===== config.mk =====
export PLATFORM = sky130hd
export DESIGN_NAME = utilization_time_slice_scheduler_flat
export DESIGN_NICKNAME = d
export VERILOG_FILES = /design/src/design/uts_pkg.sv /design/src/design/uts_if.sv /design/src/design/utilization_time_slice_scheduler.sv /design/src/design/uts_ctrl.sv /design/src/design/uts_dp.sv /design/src/flat_wrapper.sv
export SDC_FILE = /design/constraint.sdc
export NUM_CORES = 1
export LEC_CHECK = 0
export BUFFER_PORTS_ARGS = -buffer_cell sky130_fd_sc_hd__buf_2
export CORE_ASPECT_RATIO = 0.8
export CORE_MARGIN = 2
export CORE_UTILIZATION = 57
export DETAILED_ROUTE_END_ITERATION = 8
export PLACE_DENSITY = 0.86
export SLEW_MARGIN = 30
export SYNTH_ARGS = -nofsm -noshare
export SYNTH_HDL_FRONTEND = slang
export SYNTH_SLANG_ARGS = --single-unit

===== constraint.sdc =====
create_clock -name clk_i -period 5.3 [get_ports clk_i]
set_clock_uncertainty 0.1 [all_clocks]
set_input_delay 1.06 -clock clk_i [delete_from_list [all_inputs] [get_ports clk_i]]
set_output_delay 1.06 -clock clk_i [all_outputs]
set_load 0.1 [all_outputs]

===== src/design/uts_pkg.sv =====
// Shared types and constants for the time-slice scheduler.
package uts_pkg;

  localparam int unsigned SLOT_W    = 4;
  localparam int unsigned UTIL_W    = 8;
  localparam int unsigned BUDGET_W  = 24;
  localparam int unsigned PROD_W    = 32;
  localparam int unsigned CFG_IDX_W = 2;
  localparam int unsigned DCNT_W    = 5;

  typedef enum logic [1:0] {
    REQ_HINT   = 2'd0,
    REQ_STATUS = 2'd1,
    REQ_TICK   = 2'd2,
    REQ_PASS   = 2'd3
  } req_type_e;

  typedef enum logic [CFG_IDX_W-1:0] {
    CFG_TIMESLICE = 2'd0,
    CFG_DEFAULT   = 2'd1,
    CFG_UTIL_MIN  = 2'd2,
    CFG_UTIL_MAX  = 2'd3
  } cfg_idx_e;

  typedef enum logic [2:0] {
    ST_IDLE,
    ST_SCAN,
    ST_MUL,
    ST_DIV,
    ST_FIN
  } state_e;

  typedef struct packed {
    logic in_ready;
    logic accept;
    logic scan;
    logic mul;
    logic div;
    logic fin;
  } cmd_t;

  typedef struct packed {
    logic is_pass;
    logic need_scan;
    logic scan_last;
    logic div_last;
    logic out_free;
  } sts_t;

endpackage


===== src/design/uts_if.sv =====
// Request and result channel interfaces.
interface uts_req_if;
  logic                          valid;
  logic                          ready;
  logic [1:0]                    req_type;
  logic [uts_pkg::SLOT_W-1:0]    slot;
  logic [uts_pkg::UTIL_W-1:0]    util_value;
  logic                          present;
  logic                          ready_req;
  modport source (output valid, req_type, slot, util_value, present, ready_req,
                  input ready);
  modport sink (input valid, req_type, slot, util_value, present, ready_req,
                output ready);
endinterface

interface uts_res_if;
  logic                          valid;
  logic                          ready;
  logic                          running_valid;
  logic [uts_pkg::SLOT_W-1:0]    running_slot;
  logic                          switched;
  logic [uts_pkg::BUDGET_W-1:0]  budget_left;
  logic                          hint_rejected;
  modport source (output valid, running_valid, running_slot, switched, budget_left,
                  hint_rejected, input ready);
  modport sink (input valid, running_valid, running_slot, switched, budget_left,
                hint_rejected, output ready);
endinterface


===== src/design/utilization_time_slice_scheduler.sv =====
// Weighted round-robin time-slice scheduler, top level.
//
// Items arrive on req_i: weight hints, status updates, ticks and schedule
// passes. Every item yields exactly one result on res_o: grant state, whether
// the item granted a slot anew, ticks left and the hint reject flag.
// Hints, status updates, ticks and passes that keep or drop the grant are
// answered on acceptance. A pass that must look for a new slot walks the slot
// table one slot a cycle summing the weights, multiplies, runs a 32-step
// restoring divider for the budget and finishes. Only one item is in flight;
// req_i.ready is high when the sequencer is idle and the result register is
// empty or being emptied, so a stalled receiver holds off new items and the
// result stays put until taken. Registers are written only while idle, by
// the user through cfg_we_i/cfg_idx_i/cfg_data_i; the block does not enforce
// it. Reset clears all slot state and the grant and loads the register
// defaults (timeslice 5000, default budget 5000, weight range 0 to 100).
module utilization_time_slice_scheduler #(
  parameter int unsigned SLOTS = 16
) (
  input  logic                          clk_i,
  input  logic                          rst_ni,
  input  logic                          cfg_we_i,
  input  logic [uts_pkg::CFG_IDX_W-1:0] cfg_idx_i,
  input  logic [uts_pkg::BUDGET_W-1:0]  cfg_data_i,
  uts_req_if.sink                       req_i,
  uts_res_if.source                     res_o
);

  uts_pkg::cmd_t cmd;
  uts_pkg::sts_t sts;

  uts_ctrl u_ctrl (
    .clk_i      (clk_i),
    .rst_ni     (rst_ni),
    .in_valid_i (req_i.valid),
    .sts_i      (sts),
    .cmd_o      (cmd)
  );

  uts_dp #(.SLOTS(SLOTS)) u_dp (
    .clk_i           (clk_i),
    .rst_ni          (rst_ni),
    .cfg_we_i        (cfg_we_i),
    .cfg_idx_i       (cfg_idx_i),
    .cfg_data_i      (cfg_data_i),
    .req_type_i      (req_i.req_type),
    .slot_i          (req_i.slot),
    .util_value_i    (req_i.util_value),
    .present_i       (req_i.present),
    .ready_req_i     (req_i.ready_req),
    .out_ready_i     (res_o.ready),
    .cmd_i           (cmd),
    .sts_o           (sts),
    .out_valid_o     (res_o.valid),
    .running_valid_o (res_o.running_valid),
    .running_slot_o  (res_o.running_slot),
    .switched_o      (res_o.switched),
    .budget_left_o   (res_o.budget_left),
    .hint_rejected_o (res_o.hint_rejected)
  );

  assign req_i.ready = cmd.in_ready;

  a_ready_needs_room: assert property (@(posedge clk_i) disable iff (!rst_ni)
    req_i.ready |-> (!res_o.valid || res_o.ready))
    else $error("input taken while result register is blocked");

  a_busy_no_accept: assert property (@(posedge clk_i) disable iff (!rst_ni)
    (cmd.scan || cmd.mul || cmd.div || cmd.fin) |-> !req_i.ready)
    else $error("input ready during a search");

  a_switch_grants: assert property (@(posedge clk_i) disable iff (!rst_ni)
    (res_o.valid && res_o.switched) |-> res_o.running_valid)
    else $error("switch reported without a grant");

  a_idle_slot_zero: assert property (@(posedge clk_i) disable iff (!rst_ni)
    (res_o.valid && !res_o.running_valid) |-> (res_o.running_slot == '0))
    else $error("slot shown without a grant");

endmodule


===== src/design/uts_ctrl.sv =====
// Sequencer for the time-slice scheduler: scan, multiply, divide, finish.
module uts_ctrl (
  input  logic           clk_i,
  input  logic           rst_ni,
  input  logic           in_valid_i,
  input  uts_pkg::sts_t  sts_i,
  output uts_pkg::cmd_t  cmd_o
);

  uts_pkg::state_e state_q, state_d;
  logic            accept;

  assign accept = in_valid_i && (state_q == uts_pkg::ST_IDLE) && sts_i.out_free;

  always_comb begin
    state_d = state_q;
    case (state_q)
      uts_pkg::ST_IDLE: begin
        if (accept && sts_i.is_pass && sts_i.need_scan) state_d = uts_pkg::ST_SCAN;
      end
      uts_pkg::ST_SCAN: begin
        if (sts_i.scan_last) state_d = uts_pkg::ST_MUL;
      end
      uts_pkg::ST_MUL: state_d = uts_pkg::ST_DIV;
      uts_pkg::ST_DIV: begin
        if (sts_i.div_last) state_d = uts_pkg::ST_FIN;
      end
      uts_pkg::ST_FIN: state_d = uts_pkg::ST_IDLE;
      default: state_d = uts_pkg::ST_IDLE;
    endcase
  end

  always_comb begin
    cmd_o          = '0;
    cmd_o.in_ready = (state_q == uts_pkg::ST_IDLE) && sts_i.out_free;
    cmd_o.accept   = accept;
    case (state_q)
      uts_pkg::ST_SCAN: cmd_o.scan = 1'b1;
      uts_pkg::ST_MUL:  cmd_o.mul  = 1'b1;
      uts_pkg::ST_DIV:  cmd_o.div  = 1'b1;
      uts_pkg::ST_FIN:  cmd_o.fin  = 1'b1;
      default: ;
    endcase
  end

  always_ff @(posedge clk_i or negedge rst_ni) begin
    if (!rst_ni) state_q <= uts_pkg::ST_IDLE;
    else         state_q <= state_d;
  end

endmodule


===== src/design/uts_dp.sv =====
// Datapath: slot tables, grant state, weight sum, budget divider, result register.
module uts_dp #(
  parameter int unsigned SLOTS = 16
) (
  input  logic                          clk_i,
  input  logic                          rst_ni,
  input  logic                          cfg_we_i,
  input  logic [uts_pkg::CFG_IDX_W-1:0] cfg_idx_i,
  input  logic [uts_pkg::BUDGET_W-1:0]  cfg_data_i,
  input  logic [1:0]                    req_type_i,
  input  logic [uts_pkg::SLOT_W-1:0]    slot_i,
  input  logic [uts_pkg::UTIL_W-1:0]    util_value_i,
  input  logic                          present_i,
  input  logic                          ready_req_i,
  input  logic                          out_ready_i,
  input  uts_pkg::cmd_t                 cmd_i,
  output uts_pkg::sts_t                 sts_o,
  output logic                          out_valid_o,
  output logic                          running_valid_o,
  output logic [uts_pkg::SLOT_W-1:0]    running_slot_o,
  output logic                          switched_o,
  output logic [uts_pkg::BUDGET_W-1:0]  budget_left_o,
  output logic                          hint_rejected_o
);

  localparam int unsigned SW    = (SLOTS > 1) ? $clog2(SLOTS) : 1;
  localparam int unsigned SUM_W = $clog2(SLOTS * 255 + 1);
  localparam int unsigned BW    = uts_pkg::BUDGET_W;
  localparam int unsigned PW    = uts_pkg::PROD_W;

  logic [BW-1:0] ts_q, def_q;
  logic [uts_pkg::UTIL_W-1:0] umin_q, umax_q;

  logic [uts_pkg::UTIL_W-1:0] wt_q [SLOTS];
  logic [SLOTS-1:0] wv_q, pres_q, rdy_q;
  logic             gv_q;
  logic [SW-1:0]    gs_q;
  logic [BW-1:0]    bud_q;

  logic [SW-1:0]    idx_q, k_q, cand_q;
  logic             found_q, excl_q;
  logic [uts_pkg::UTIL_W-1:0] cw_q;
  logic [SUM_W-1:0] sum_q, rem_q;
  logic [PW-1:0]    dq_q;
  logic [uts_pkg::DCNT_W-1:0] dcnt_q;

  logic             ov_q, o_gv_q, o_sw_q, o_rej_q;
  logic [uts_pkg::SLOT_W-1:0] o_gs_q;
  logic [BW-1:0]    o_bud_q;

  // decode of the incoming item
  logic          is_hint, is_status, is_tick, is_pass, slot_ok, rejected;
  logic [SW-1:0] widx;
  logic [SLOTS-1:0] wv_drop;
  logic          any_w, gv_keep, cur_ready, need_scan, scan_excl;
  logic [SW-1:0] start_idx;
  logic          gv_nx;
  logic [BW-1:0] bud_nx;

  assign is_hint   = (req_type_i == uts_pkg::REQ_HINT);
  assign is_status = (req_type_i == uts_pkg::REQ_STATUS);
  assign is_tick   = (req_type_i == uts_pkg::REQ_TICK);
  assign is_pass   = (req_type_i == uts_pkg::REQ_PASS);
  assign slot_ok   = (32'(slot_i) < SLOTS);
  assign widx      = SW'(slot_i);
  assign rejected  = (util_value_i < umin_q) || (util_value_i > umax_q);

  assign wv_drop   = wv_q & pres_q;
  assign any_w     = |wv_drop;
  assign gv_keep   = gv_q && pres_q[gs_q];
  assign cur_ready = pres_q[gs_q] && rdy_q[gs_q];

  always_comb begin
    need_scan = 1'b0;
    scan_excl = 1'b0;
    start_idx = '0;
    if (any_w) begin
      if (!gv_keep) begin
        need_scan = 1'b1;
      end else if (!((bud_q != '0) && cur_ready)) begin
        need_scan = 1'b1;
        if (wv_drop[gs_q]) begin
          // round robin from the slot after the current one; current slot is excluded
          scan_excl = 1'b1;
          start_idx = (gs_q == SW'(SLOTS - 1)) ? '0 : gs_q + SW'(1);
        end
      end
    end
  end

  always_comb begin
    gv_nx  = gv_q;
    bud_nx = bud_q;
    if (is_tick && (bud_q != '0)) bud_nx = bud_q - BW'(1);
    if (is_pass) gv_nx = gv_keep;
  end

  // scan eligibility for the slot under the pointer
  logic elig;
  assign elig = pres_q[idx_q] && rdy_q[idx_q] && wv_q[idx_q] &&
                !(excl_q && (idx_q == gs_q));

  // one restoring division step
  logic [SUM_W:0] trial;
  logic           qbit;
  assign trial = {rem_q, dq_q[PW-1]};
  assign qbit  = (trial >= {1'b0, sum_q});

  assign sts_o.is_pass   = is_pass;
  assign sts_o.need_scan = need_scan;
  assign sts_o.scan_last = (k_q == SW'(SLOTS - 1));
  assign sts_o.div_last  = (dcnt_q == '1);
  assign sts_o.out_free  = !ov_q || out_ready_i;

  always_ff @(posedge clk_i or negedge rst_ni) begin
    if (!rst_ni) begin
      ts_q   <= BW'(5000);
      def_q  <= BW'(5000);
      umin_q <= '0;
      umax_q <= uts_pkg::UTIL_W'(100);
    end else if (cfg_we_i) begin
      case (cfg_idx_i)
        uts_pkg::CFG_TIMESLICE: ts_q   <= cfg_data_i;
        uts_pkg::CFG_DEFAULT:   def_q  <= cfg_data_i;
        uts_pkg::CFG_UTIL_MIN:  umin_q <= cfg_data_i[uts_pkg::UTIL_W-1:0];
        uts_pkg::CFG_UTIL_MAX:  umax_q <= cfg_data_i[uts_pkg::UTIL_W-1:0];
        default: ;
      endcase
    end
  end

  // weight values only matter where wv_q is set, so no reset
  always_ff @(posedge clk_i) begin
    if (cmd_i.accept && is_hint && !rejected && slot_ok) wt_q[widx] <= util_value_i;
    if (cmd_i.scan && !found_q && elig) cw_q <= wt_q[idx_q];
    if (cmd_i.scan) begin
      if (wv_q[idx_q]) sum_q <= sum_q + SUM_W'(wt_q[idx_q]);
    end else if (cmd_i.accept) begin
      sum_q <= '0;
    end
    if (cmd_i.mul) begin
      dq_q  <= PW'(ts_q * cw_q);
      rem_q <= '0;
    end else if (cmd_i.div) begin
      rem_q <= qbit ? SUM_W'(trial - {1'b0, sum_q}) : trial[SUM_W-1:0];
      dq_q  <= {dq_q[PW-2:0], qbit};
    end
    if (cmd_i.accept) begin
      idx_q  <= start_idx;
      excl_q <= scan_excl;
    end else if (cmd_i.scan) begin
      idx_q <= (idx_q == SW'(SLOTS - 1)) ? '0 : idx_q + SW'(1);
      if (!found_q && elig) cand_q <= idx_q;
    end
  end

  always_ff @(posedge clk_i or negedge rst_ni) begin
    if (!rst_ni) begin
      wv_q    <= '0;
      pres_q  <= '0;
      rdy_q   <= '0;
      gv_q    <= 1'b0;
      gs_q    <= '0;
      bud_q   <= '0;
      k_q     <= '0;
      found_q <= 1'b0;
      dcnt_q  <= '0;
      ov_q    <= 1'b0;
      o_gv_q  <= 1'b0;
      o_gs_q  <= '0;
      o_sw_q  <= 1'b0;
      o_bud_q <= '0;
      o_rej_q <= 1'b0;
    end else begin
      if (ov_q && out_ready_i) ov_q <= 1'b0;
      if (cmd_i.accept) begin
        k_q     <= '0;
        found_q <= 1'b0;
        gv_q    <= gv_nx;
        bud_q   <= bud_nx;
        if (is_hint && !rejected && slot_ok) wv_q[widx] <= 1'b1;
        if (is_status && slot_ok) begin
          pres_q[widx] <= present_i;
          rdy_q[widx]  <= ready_req_i;
        end
        if (is_pass) wv_q <= wv_drop;
        if (!(is_pass && need_scan)) begin
          ov_q    <= 1'b1;
          o_gv_q  <= gv_nx;
          o_gs_q  <= gv_nx ? uts_pkg::SLOT_W'(gs_q) : '0;
          o_sw_q  <= 1'b0;
          o_bud_q <= bud_nx;
          o_rej_q <= is_hint && rejected;
        end
      end
      if (cmd_i.scan) begin
        k_q <= k_q + SW'(1);
        if (elig) found_q <= 1'b1;
      end
      if (cmd_i.mul) dcnt_q <= '0;
      if (cmd_i.div) dcnt_q <= dcnt_q + uts_pkg::DCNT_W'(1);
      if (cmd_i.fin) begin
        ov_q    <= 1'b1;
        o_rej_q <= 1'b0;
        o_sw_q  <= found_q;
        if (found_q) begin
          gv_q    <= 1'b1;
          gs_q    <= cand_q;
          bud_q   <= (sum_q == '0) ? def_q : dq_q[BW-1:0];
          o_gv_q  <= 1'b1;
          o_gs_q  <= uts_pkg::SLOT_W'(cand_q);
          o_bud_q <= (sum_q == '0) ? def_q : dq_q[BW-1:0];
        end else begin
          gv_q    <= 1'b0;
          o_gv_q  <= 1'b0;
          o_gs_q  <= '0;
          o_bud_q <= bud_q;
        end
      end
    end
  end

  assign out_valid_o     = ov_q;
  assign running_valid_o = o_gv_q;
  assign running_slot_o  = o_gs_q;
  assign switched_o      = o_sw_q;
  assign budget_left_o   = o_bud_q;
  assign hint_rejected_o = o_rej_q;

endmodule


===== src/flat_wrapper.sv =====
// flat-port wrapper written by rule: the top's interface ports become plain ports
module utilization_time_slice_scheduler_flat 
#(
  parameter int unsigned SLOTS = 16
)
  (clk_i, rst_ni, cfg_we_i, cfg_idx_i, cfg_data_i, req_i_valid, req_i_req_type, req_i_slot, req_i_util_value, req_i_present, req_i_ready_req, req_i_ready, res_o_valid, res_o_running_valid, res_o_running_slot, res_o_switched, res_o_budget_left, res_o_hint_rejected, res_o_ready);
  uts_req_if req_i_i ();
  uts_res_if res_o_i ();
  input  logic clk_i;
  input  logic rst_ni;
  input  logic cfg_we_i;
  input  logic [uts_pkg::CFG_IDX_W-1:0] cfg_idx_i;
  input  logic [uts_pkg::BUDGET_W-1:0] cfg_data_i;
  input wire logic [$bits(req_i_i.valid)-1:0] req_i_valid;
  input wire logic [$bits(req_i_i.req_type)-1:0] req_i_req_type;
  input wire logic [$bits(req_i_i.slot)-1:0] req_i_slot;
  input wire logic [$bits(req_i_i.util_value)-1:0] req_i_util_value;
  input wire logic [$bits(req_i_i.present)-1:0] req_i_present;
  input wire logic [$bits(req_i_i.ready_req)-1:0] req_i_ready_req;
  output wire logic [$bits(req_i_i.ready)-1:0] req_i_ready;
  output wire logic [$bits(res_o_i.valid)-1:0] res_o_valid;
  output wire logic [$bits(res_o_i.running_valid)-1:0] res_o_running_valid;
  output wire logic [$bits(res_o_i.running_slot)-1:0] res_o_running_slot;
  output wire logic [$bits(res_o_i.switched)-1:0] res_o_switched;
  output wire logic [$bits(res_o_i.budget_left)-1:0] res_o_budget_left;
  output wire logic [$bits(res_o_i.hint_rejected)-1:0] res_o_hint_rejected;
  input wire logic [$bits(res_o_i.ready)-1:0] res_o_ready;
  assign req_i_i.valid = req_i_valid;
  assign req_i_i.req_type = req_i_req_type;
  assign req_i_i.slot = req_i_slot;
  assign req_i_i.util_value = req_i_util_value;
  assign req_i_i.present = req_i_present;
  assign req_i_i.ready_req = req_i_ready_req;
  assign req_i_ready = req_i_i.ready;
  assign res_o_valid = res_o_i.valid;
  assign res_o_running_valid = res_o_i.running_valid;
  assign res_o_running_slot = res_o_i.running_slot;
  assign res_o_switched = res_o_i.switched;
  assign res_o_budget_left = res_o_i.budget_left;
  assign res_o_hint_rejected = res_o_i.hint_rejected;
  assign res_o_i.ready = res_o_ready;
  utilization_time_slice_scheduler #(.SLOTS(SLOTS)) u_core (.clk_i(clk_i), .rst_ni(rst_ni), .cfg_we_i(cfg_we_i), .cfg_idx_i(cfg_idx_i), .cfg_data_i(cfg_data_i), .req_i(req_i_i), .res_o(res_o_i));
endmodule

Word-level counts from Yosys, hierarchy flattened
Memory sizes are Yosys's and may differ from the RTL's. A register that Yosys moved wholly into a read port is not among the register bits.
Cells that the tools add are included.
{"block": "totals", "ff_bits": 259, "ram_bits": 128, "input_bits": 47, "out_inout_bits": 33, "wordCells": 204, "memories": 1}
{"memory": "u_core.u_dp.wt_q", "words": 16, "word_bits": 8, "rd": 1, "rd_clocked_by_memory_dff": 1, "wr": 1, "line": "uts_dp.sv:34", "rtl": "logic [uts_pkg::UTIL_W-1:0] wt_q [SLOTS];"}
{"block": "op_classes", "add_sub_neg": 7, "multipliers": 1, "magnitude_cmp": 7, "n_eq_ne": 20, "n_mux": 85, "n_bitwise": 5, "n_reduce_logical": 51}
{"cell": "$mux W24", "count": 9}
{"cell": "$mux W32", "count": 2}
{"cell": "$mux W4", "count": 16}
{"cell": "$mux W12", "count": 4}
{"cell": "$mux W1", "count": 37}
{"cell": "$bwmux W16", "count": 2}
{"cell": "$mul A24 B8 Y32", "count": 1}
{"cell": "$mux W16", "count": 2}
{"cell": "$bmux W1 S4", "count": 6}
{"cell": "$reduce_bool A24 Y1", "count": 1}
{"cell": "$sub A24 B1 Y24 const B", "count": 1}
{"cell": "$logic_and A1 B1 Y1", "count": 23}
{"cell": "$reduce_and A2 Y1", "count": 9}
{"cell": "$and A16 B16 Y16", "count": 1}
{"cell": "$or A16 B16 Y16", "count": 1}
{"cell": "$reduce_or A16 Y1", "count": 1}
{"cell": "$lt A4 B5 Y1 const B", "count": 3}
{"cell": "$ge A13 B12 Y1", "count": 1}
{"cell": "$add A12 B8 Y12", "count": 1}
{"cell": "$add A4 B1 Y4 const B", "count": 3}
{"cell": "$eq A4 B4 Y1 const B", "count": 3}
{"cell": "$logic_not A12 Y1", "count": 1}
{"cell": "$pmux W3 S4", "count": 1}
{"cell": "$sub A12 B12 Y12", "count": 1}
{"cell": "23 further kinds", "count": 46}

Depth between registers and ports, before layout
{"block": "depth", "word_depth": 11, "depth_mapped": 21, "depth_no_buf": 19}

Hierarchy
A second synthesis with hierarchy kept.
{"block": "unflattened", "cells_unflattened": 2207, "hier_area_um2": 24848.8}
{"mod": "uts_dp", "instances": 1, "cells_each": 2186, "area_per_inst_um2": 24658.6, "seq_area_each_um2": 10591.4}
{"mod": "uts_ctrl", "instances": 1, "cells_each": 21, "area_per_inst_um2": 190.2, "seq_area_each_um2": 75.1}

Worst setup path after synthesis
No wires, ideal clock.
{"block": "synth_path", "kind": "input port to flip-flop", "start": "in res_o_ready", "end": "mem u_core.u_dp.wt_q[1][0] (netlist name) (enable)", "setup_ns": 0.386, "arrival_ns": 6.164, "required_time_ns": 4.814, "setup_slack_ns": -1.349, "stages": 7, "path_buffers": 0, "cell_sequence": "nor2b_1 -> nor4_1 -> nand2_1 -> nor3_1 -> nand3_1 -> or2_2 -> nor3_1"}
{"block": "synth_via", "elab_chain_len": 6}
{"element": "from (decl)", "line": "flat_wrapper.sv:27", "rtl": "input wire logic [$bits(res_o_i.ready)-1:0] res_o_ready;"}
{"element": "$logic_or A1 B1 Y1", "line": "uts_dp.sv:113", "rtl": "assign sts_o.out_free = !ov_q || out_ready_i;"}
{"element": "$logic_and A1 B1 Y1", "line": "uts_ctrl.sv:13", "rtl": "assign accept = in_valid_i && (state_q == uts_pkg::ST_IDLE) && sts_i.out_free;"}
{"element": "$logic_and A1 B1 Y1 (2 in series)", "line": "uts_dp.sv:134", "rtl": "if (cmd_i.accept && is_hint && !rejected && slot_ok) wt_q[widx] <= util_value_i;"}
{"element": "$mux W1", "line": "uts_dp.sv:134"}
{"element": "$mux W1 (implied by the code)", "line": "uts_dp.sv:134"}
{"element": "to (decl)", "line": "uts_dp.sv:34"}
Every way passes these cells.

Worst setup path in the final report
{"block": "layout_path", "start": "reg u_core.u_dp.cw_q[4] (netlist name), read port of u_core.u_dp.wt_q", "end": "reg u_core.u_dp.dq_q[28], data pin"}
{"block": "layout_via", "elab_chain_len": 2}
{"element": "from (decl)", "line": "uts_dp.sv:42", "rtl": "logic [uts_pkg::UTIL_W-1:0] cw_q;"}
{"element": "$mul A24 B8 Y32", "line": "uts_dp.sv:142", "rtl": "dq_q <= PW'(ts_q * cw_q);"}
{"element": "$mux W32", "line": "uts_dp.sv:141", "rtl": "if (cmd_i.mul) begin"}
{"element": "to (signal assigned)", "line": "uts_dp.sv:142"}
{"element": "to (signal assigned)", "line": "uts_dp.sv:146", "rtl": "dq_q <= {dq_q[PW-2:0], qbit};"}
{"element": "to (decl)", "line": "uts_dp.sv:44", "rtl": "logic [PW-1:0] dq_q;"}
Every way passes these cells.
A chain may end at the register's enable or synchronous reset.

==> impl_metrics.yaml <==
cts:
  cts.path.max_buffers: 3
  cts_sinks: 391
  path_clk_slew_ns: 0.06
  cts_buffers: 40
  clk_latency_ns: 0.57
  htree_levels: 2
  cts_tree: "built"
  ctsHoldBuffers: 0
  root_buffer: "clkbuf_16"
status:
  run_status: "finished with violations"
  violations: "setup timing"
yosys:
  synth_most_common_cell: "nand2_1"
  synth_top_area_share: 0.230
  yosys.area.top_type: "edfxtp_1"
  synth_area_mm2: 0.0246
  synthArstFlopShare: 0.476
  yosysUniqueCellTypes: 75
  syn_avg_cell_area_um2: 11.1
  postSynthCellCount: 2212
  synthFlopType: "edfxtp_1"
  synth_edf_count: 189
  ys_warn_count: 0
  ys_top_cells_by_count: "nand2_1, inv_1, edfxtp_1"
  ys_seq_area_frac: 0.433
  syn-num-nets: 2486
  synth_seq_cells: 391
  ys_top_cells_by_area: "edfxtp_1, dfrtp_1, fa_1"
finish:
  fin_util: 0.660
  area_growth_pct: 14.8
  multi_input_area_mm2: 0.0133
  regArea_mm2: 0.0107
  fillers: 3037
  drive_gt1_frac: 0.239
  nets: 2649
power_and_ir_drop:
  comb_power_share: 0.596
  p_leak_uw: 0.0121
  p_int_uw: 9990
  p_sw_uw: 7670
  power.density_mw_per_mm2: 624
  p_clk_frac: 0.165
  p_sw_frac: 0.434
  seqPwrFrac: 0.239
  max-vdd-ir-drop_mv: 0.450
routing:
  vias: 18300
  drtIter0Drc: 1936
  ant_nets: 0
  wl_mm: 65.2
  first_pass_iters: 7
  via_per_inst: 6.17
  avgRoutedWirePerCell_um: 22.0
  drc: 0
worst_setup_path:
  crit_path_top_delay_cell: "fa_1"
  cp_common_cell: "fa_1"
  critical-path-top-delay-family: "adder cells"
  worstSetupPathType: "reg -> reg"
  worstPathCellList: "buf_4, and2_4, fa_1, fa_1, fa_1, inv_1, fa_1, inv_1, ha_4, and4_1, and4_1, o311ai_2, a21boi_4, o2111ai_4, a31oi_4, a31oi_4, or4_4, nand3_2"
  cp.arrival_ns: 5.78
  crit_fanout: 7
  cp-end-kind: "register"
  critical_path_required_ns: 5.63
  cp-start-kind: "register"
  critPathMaxStageDelay_ns: 0.52
  crit_buf_inv: 3
placed_design:
  finalWeightedCongestion: 0.943
  numPortBuffers: 79
  dp_hpwl_mm: 46.7
worst_hold_path:
  hold_path.class: "reg -> reg"
floorplanning:
  fp-row-count: 68
  core-area_mm2: 0.0429
  num_io_pins: 80
  dieArea_mm2: 0.0449
  initial_core_util: 0.574
  die_h_um: 190
  dieWidth_um: 236
sta:
  hold_viol: 0
  tightest_slew_ns: 0.980
  setup_viol: 5
  max_freq_mhz: 183
  rsz0062_at_grt: "yes"
  min_period_ns: 5.45
  min_period_over_period: 1.03
  slew_headroom: 0.345
  holdWs_ns: 0.377
  drv_slew: 0
  fin_ws_ns: -0.152
global_routing:
  grt-ovfl-total: 0
  first_global_vias: 18600
  antenna_found_initial: 3
  grt_max_degree: 104
  grt_pass1_wl_mm: 103
  track_usage: 0.295
run:
  maxCapViolations: 0
[area by class of cell]
| cell class | count | share of cell area |
|---|---|---|
| clock buffer | 46 | 0.0380 |
| clock inverter | 26 | 0.00920 |
| timing repair buffer | 221 | 0.0536 |
| inverter | 204 | 0.0271 |
| multi-input combinational | 1517 | 0.470 |
| antenna | 3 | 0.000265 |
| tap | 560 | 0.0248 |
| sequential | 391 | 0.377 |
[layer usage]
| layer | up-vias | global-route usage | wire [um] |
|---|---|---|---|
| li1 | 8055 | - | - |
| met1 | 9115 | 0.391 | 25900 |
| met2 | 957 | 0.484 | 31200 |
| met4 | 0 | 0.112 | 2410 |
| met3 | 194 | 0.0588 | 5770 |
| met5 | - | 0 | 0 |
[worst register-to-register path, cell delays in order, from the launching register on]
cell and delay (ns):
edfxtp_1 0.51, buf_4 0.19, and2_4 0.13, fa_1 0.48, fa_1 0.52, fa_1 0.50
inv_1 0.05, fa_1 0.52, inv_1 0.06, ha_4 0.27, and4_1 0.21, and4_1 0.21
o311ai_2 0.16, a21boi_4 0.29, o2111ai_4 0.19, a31oi_4 0.22, a31oi_4 0.13, or4_4 0.50
nand3_2 0.08
[metrics by stage]
stage | instance area (um2) | instances | TNS (ns) | total power [uW] | setup slack [ns]
6_report | 28300 | 2968 | -0.544 | 17700 | -0.152
5_1_grt | 28300 | 2968 | -1.44 | 18800 | -0.234
4_1_cts | 28000 | 2958 | -0.0225 | 16900 | -0.0225
3_5_place_dp | 26400 | 2872 | -2.32 | 13500 | -0.438
3_3_place_gp | 26400 | 2872 | -1.14 | 13100 | -0.240
2_1_floorplan | 24700 | 2212 | 0 | 10500 | 0.00567
[worst paths after layout]
path                                                from                       endpoint  slack (ns)  cells past startpoint
setup / recovery                     u_core.u_dp.cw_q[4]           u_core.u_dp.dq_q[28]       -0.15                     18
setup reg to reg                     u_core.u_dp.cw_q[4]           u_core.u_dp.dq_q[28]       -0.15                     18
max in group asynchronous                         rst_ni            u_core.u_dp.wv_q[7]        3.41                      2
hold reg to reg            u_core.u_dp.budget_left_o[13]  u_core.u_dp.budget_left_o[13]        0.38                      2
hold / removal             u_core.u_dp.budget_left_o[13]  u_core.u_dp.budget_left_o[13]        0.38                      2
min in group asynchronous                         rst_ni           u_core.u_dp.bud_q[9]        0.46                      1
[registers in the layout, summed over array words and instances, names as in the netlist, 3 cells and up, named ones only]
signal and flops:
u_core.u_ctrl.state_q 3, u_core.u_dp.bud_q 24, u_core.u_dp.budget_left_o 24, u_core.u_dp.cand_q 4
u_core.u_dp.cw_q 8, u_core.u_dp.dcnt_q 5, u_core.u_dp.def_q 24, u_core.u_dp.dq_q 32
u_core.u_dp.gs_q 4, u_core.u_dp.idx_q 4, u_core.u_dp.k_q 4, u_core.u_dp.pres_q 16
u_core.u_dp.rdy_q 16, u_core.u_dp.rem_q 12, u_core.u_dp.running_slot_o 4, u_core.u_dp.sum_q 12
u_core.u_dp.ts_q 24, u_core.u_dp.umax_q 8, u_core.u_dp.umin_q 8, u_core.u_dp.wt_q 128
u_core.u_dp.wv_q 16
[logic make-up (layout without fill, tap and decap cells)]
| logic type | count (synthesis) | count (layout) | share of synthesized area |
|---|---|---|---|
| simple gates | 675 | 675 | 0.136 |
| xor+xnor | 62 | 62 | 0.0220 |
| flops | 391 | 391 | 0.433 |
| compound gates | 358 | 358 | 0.0906 |
| buf+inv | 304 | 497 | 0.0472 |
| mux | 195 | 195 | 0.115 |
| other cells | 0 | 3 | 0 |
| fa+ha+maj | 227 | 227 | 0.156 |
[layout by cell type (no fill, tap or decap), types with 36 or more instances in the layout]
cell type,count
a21oi_1,67
and2_1,134
buf_2,78
buf_4,132
clkbuf_16,42
dfrtp_1,171
edfxtp_1,189
fa_1,126
ha_1,80
inv_1,192
mux2_2,110
mux4_2,59
nand2_1,243
nand3_1,36
nor2_1,100
nor3_1,37
o21ai_0,116
xnor2_1,44
[power groups by stage]
stage,clock [uW],sequential (uW),combinational (uW)
3_3_place_gp,0,4230,8840
2_1_floorplan,0,4590,5870
5_1_grt,3060,4290,11400
4_1_cts,2930,4210,9730
6_report,2910,4230,10500
3_5_place_dp,0,4270,9180
[what timing repair did]
| item | 4_1_cts | 5_1_grt |
|---|---|---|
| hold endpoints to repair | 0 | 0 |
| setup buffers | 14 | 7 |
| endpoints found under the setup margin | 13 | 16 |
| pin swaps | 56 | 19 |
| resized for setup | 63 | 44 |
(Power assumes the default switching activity.)
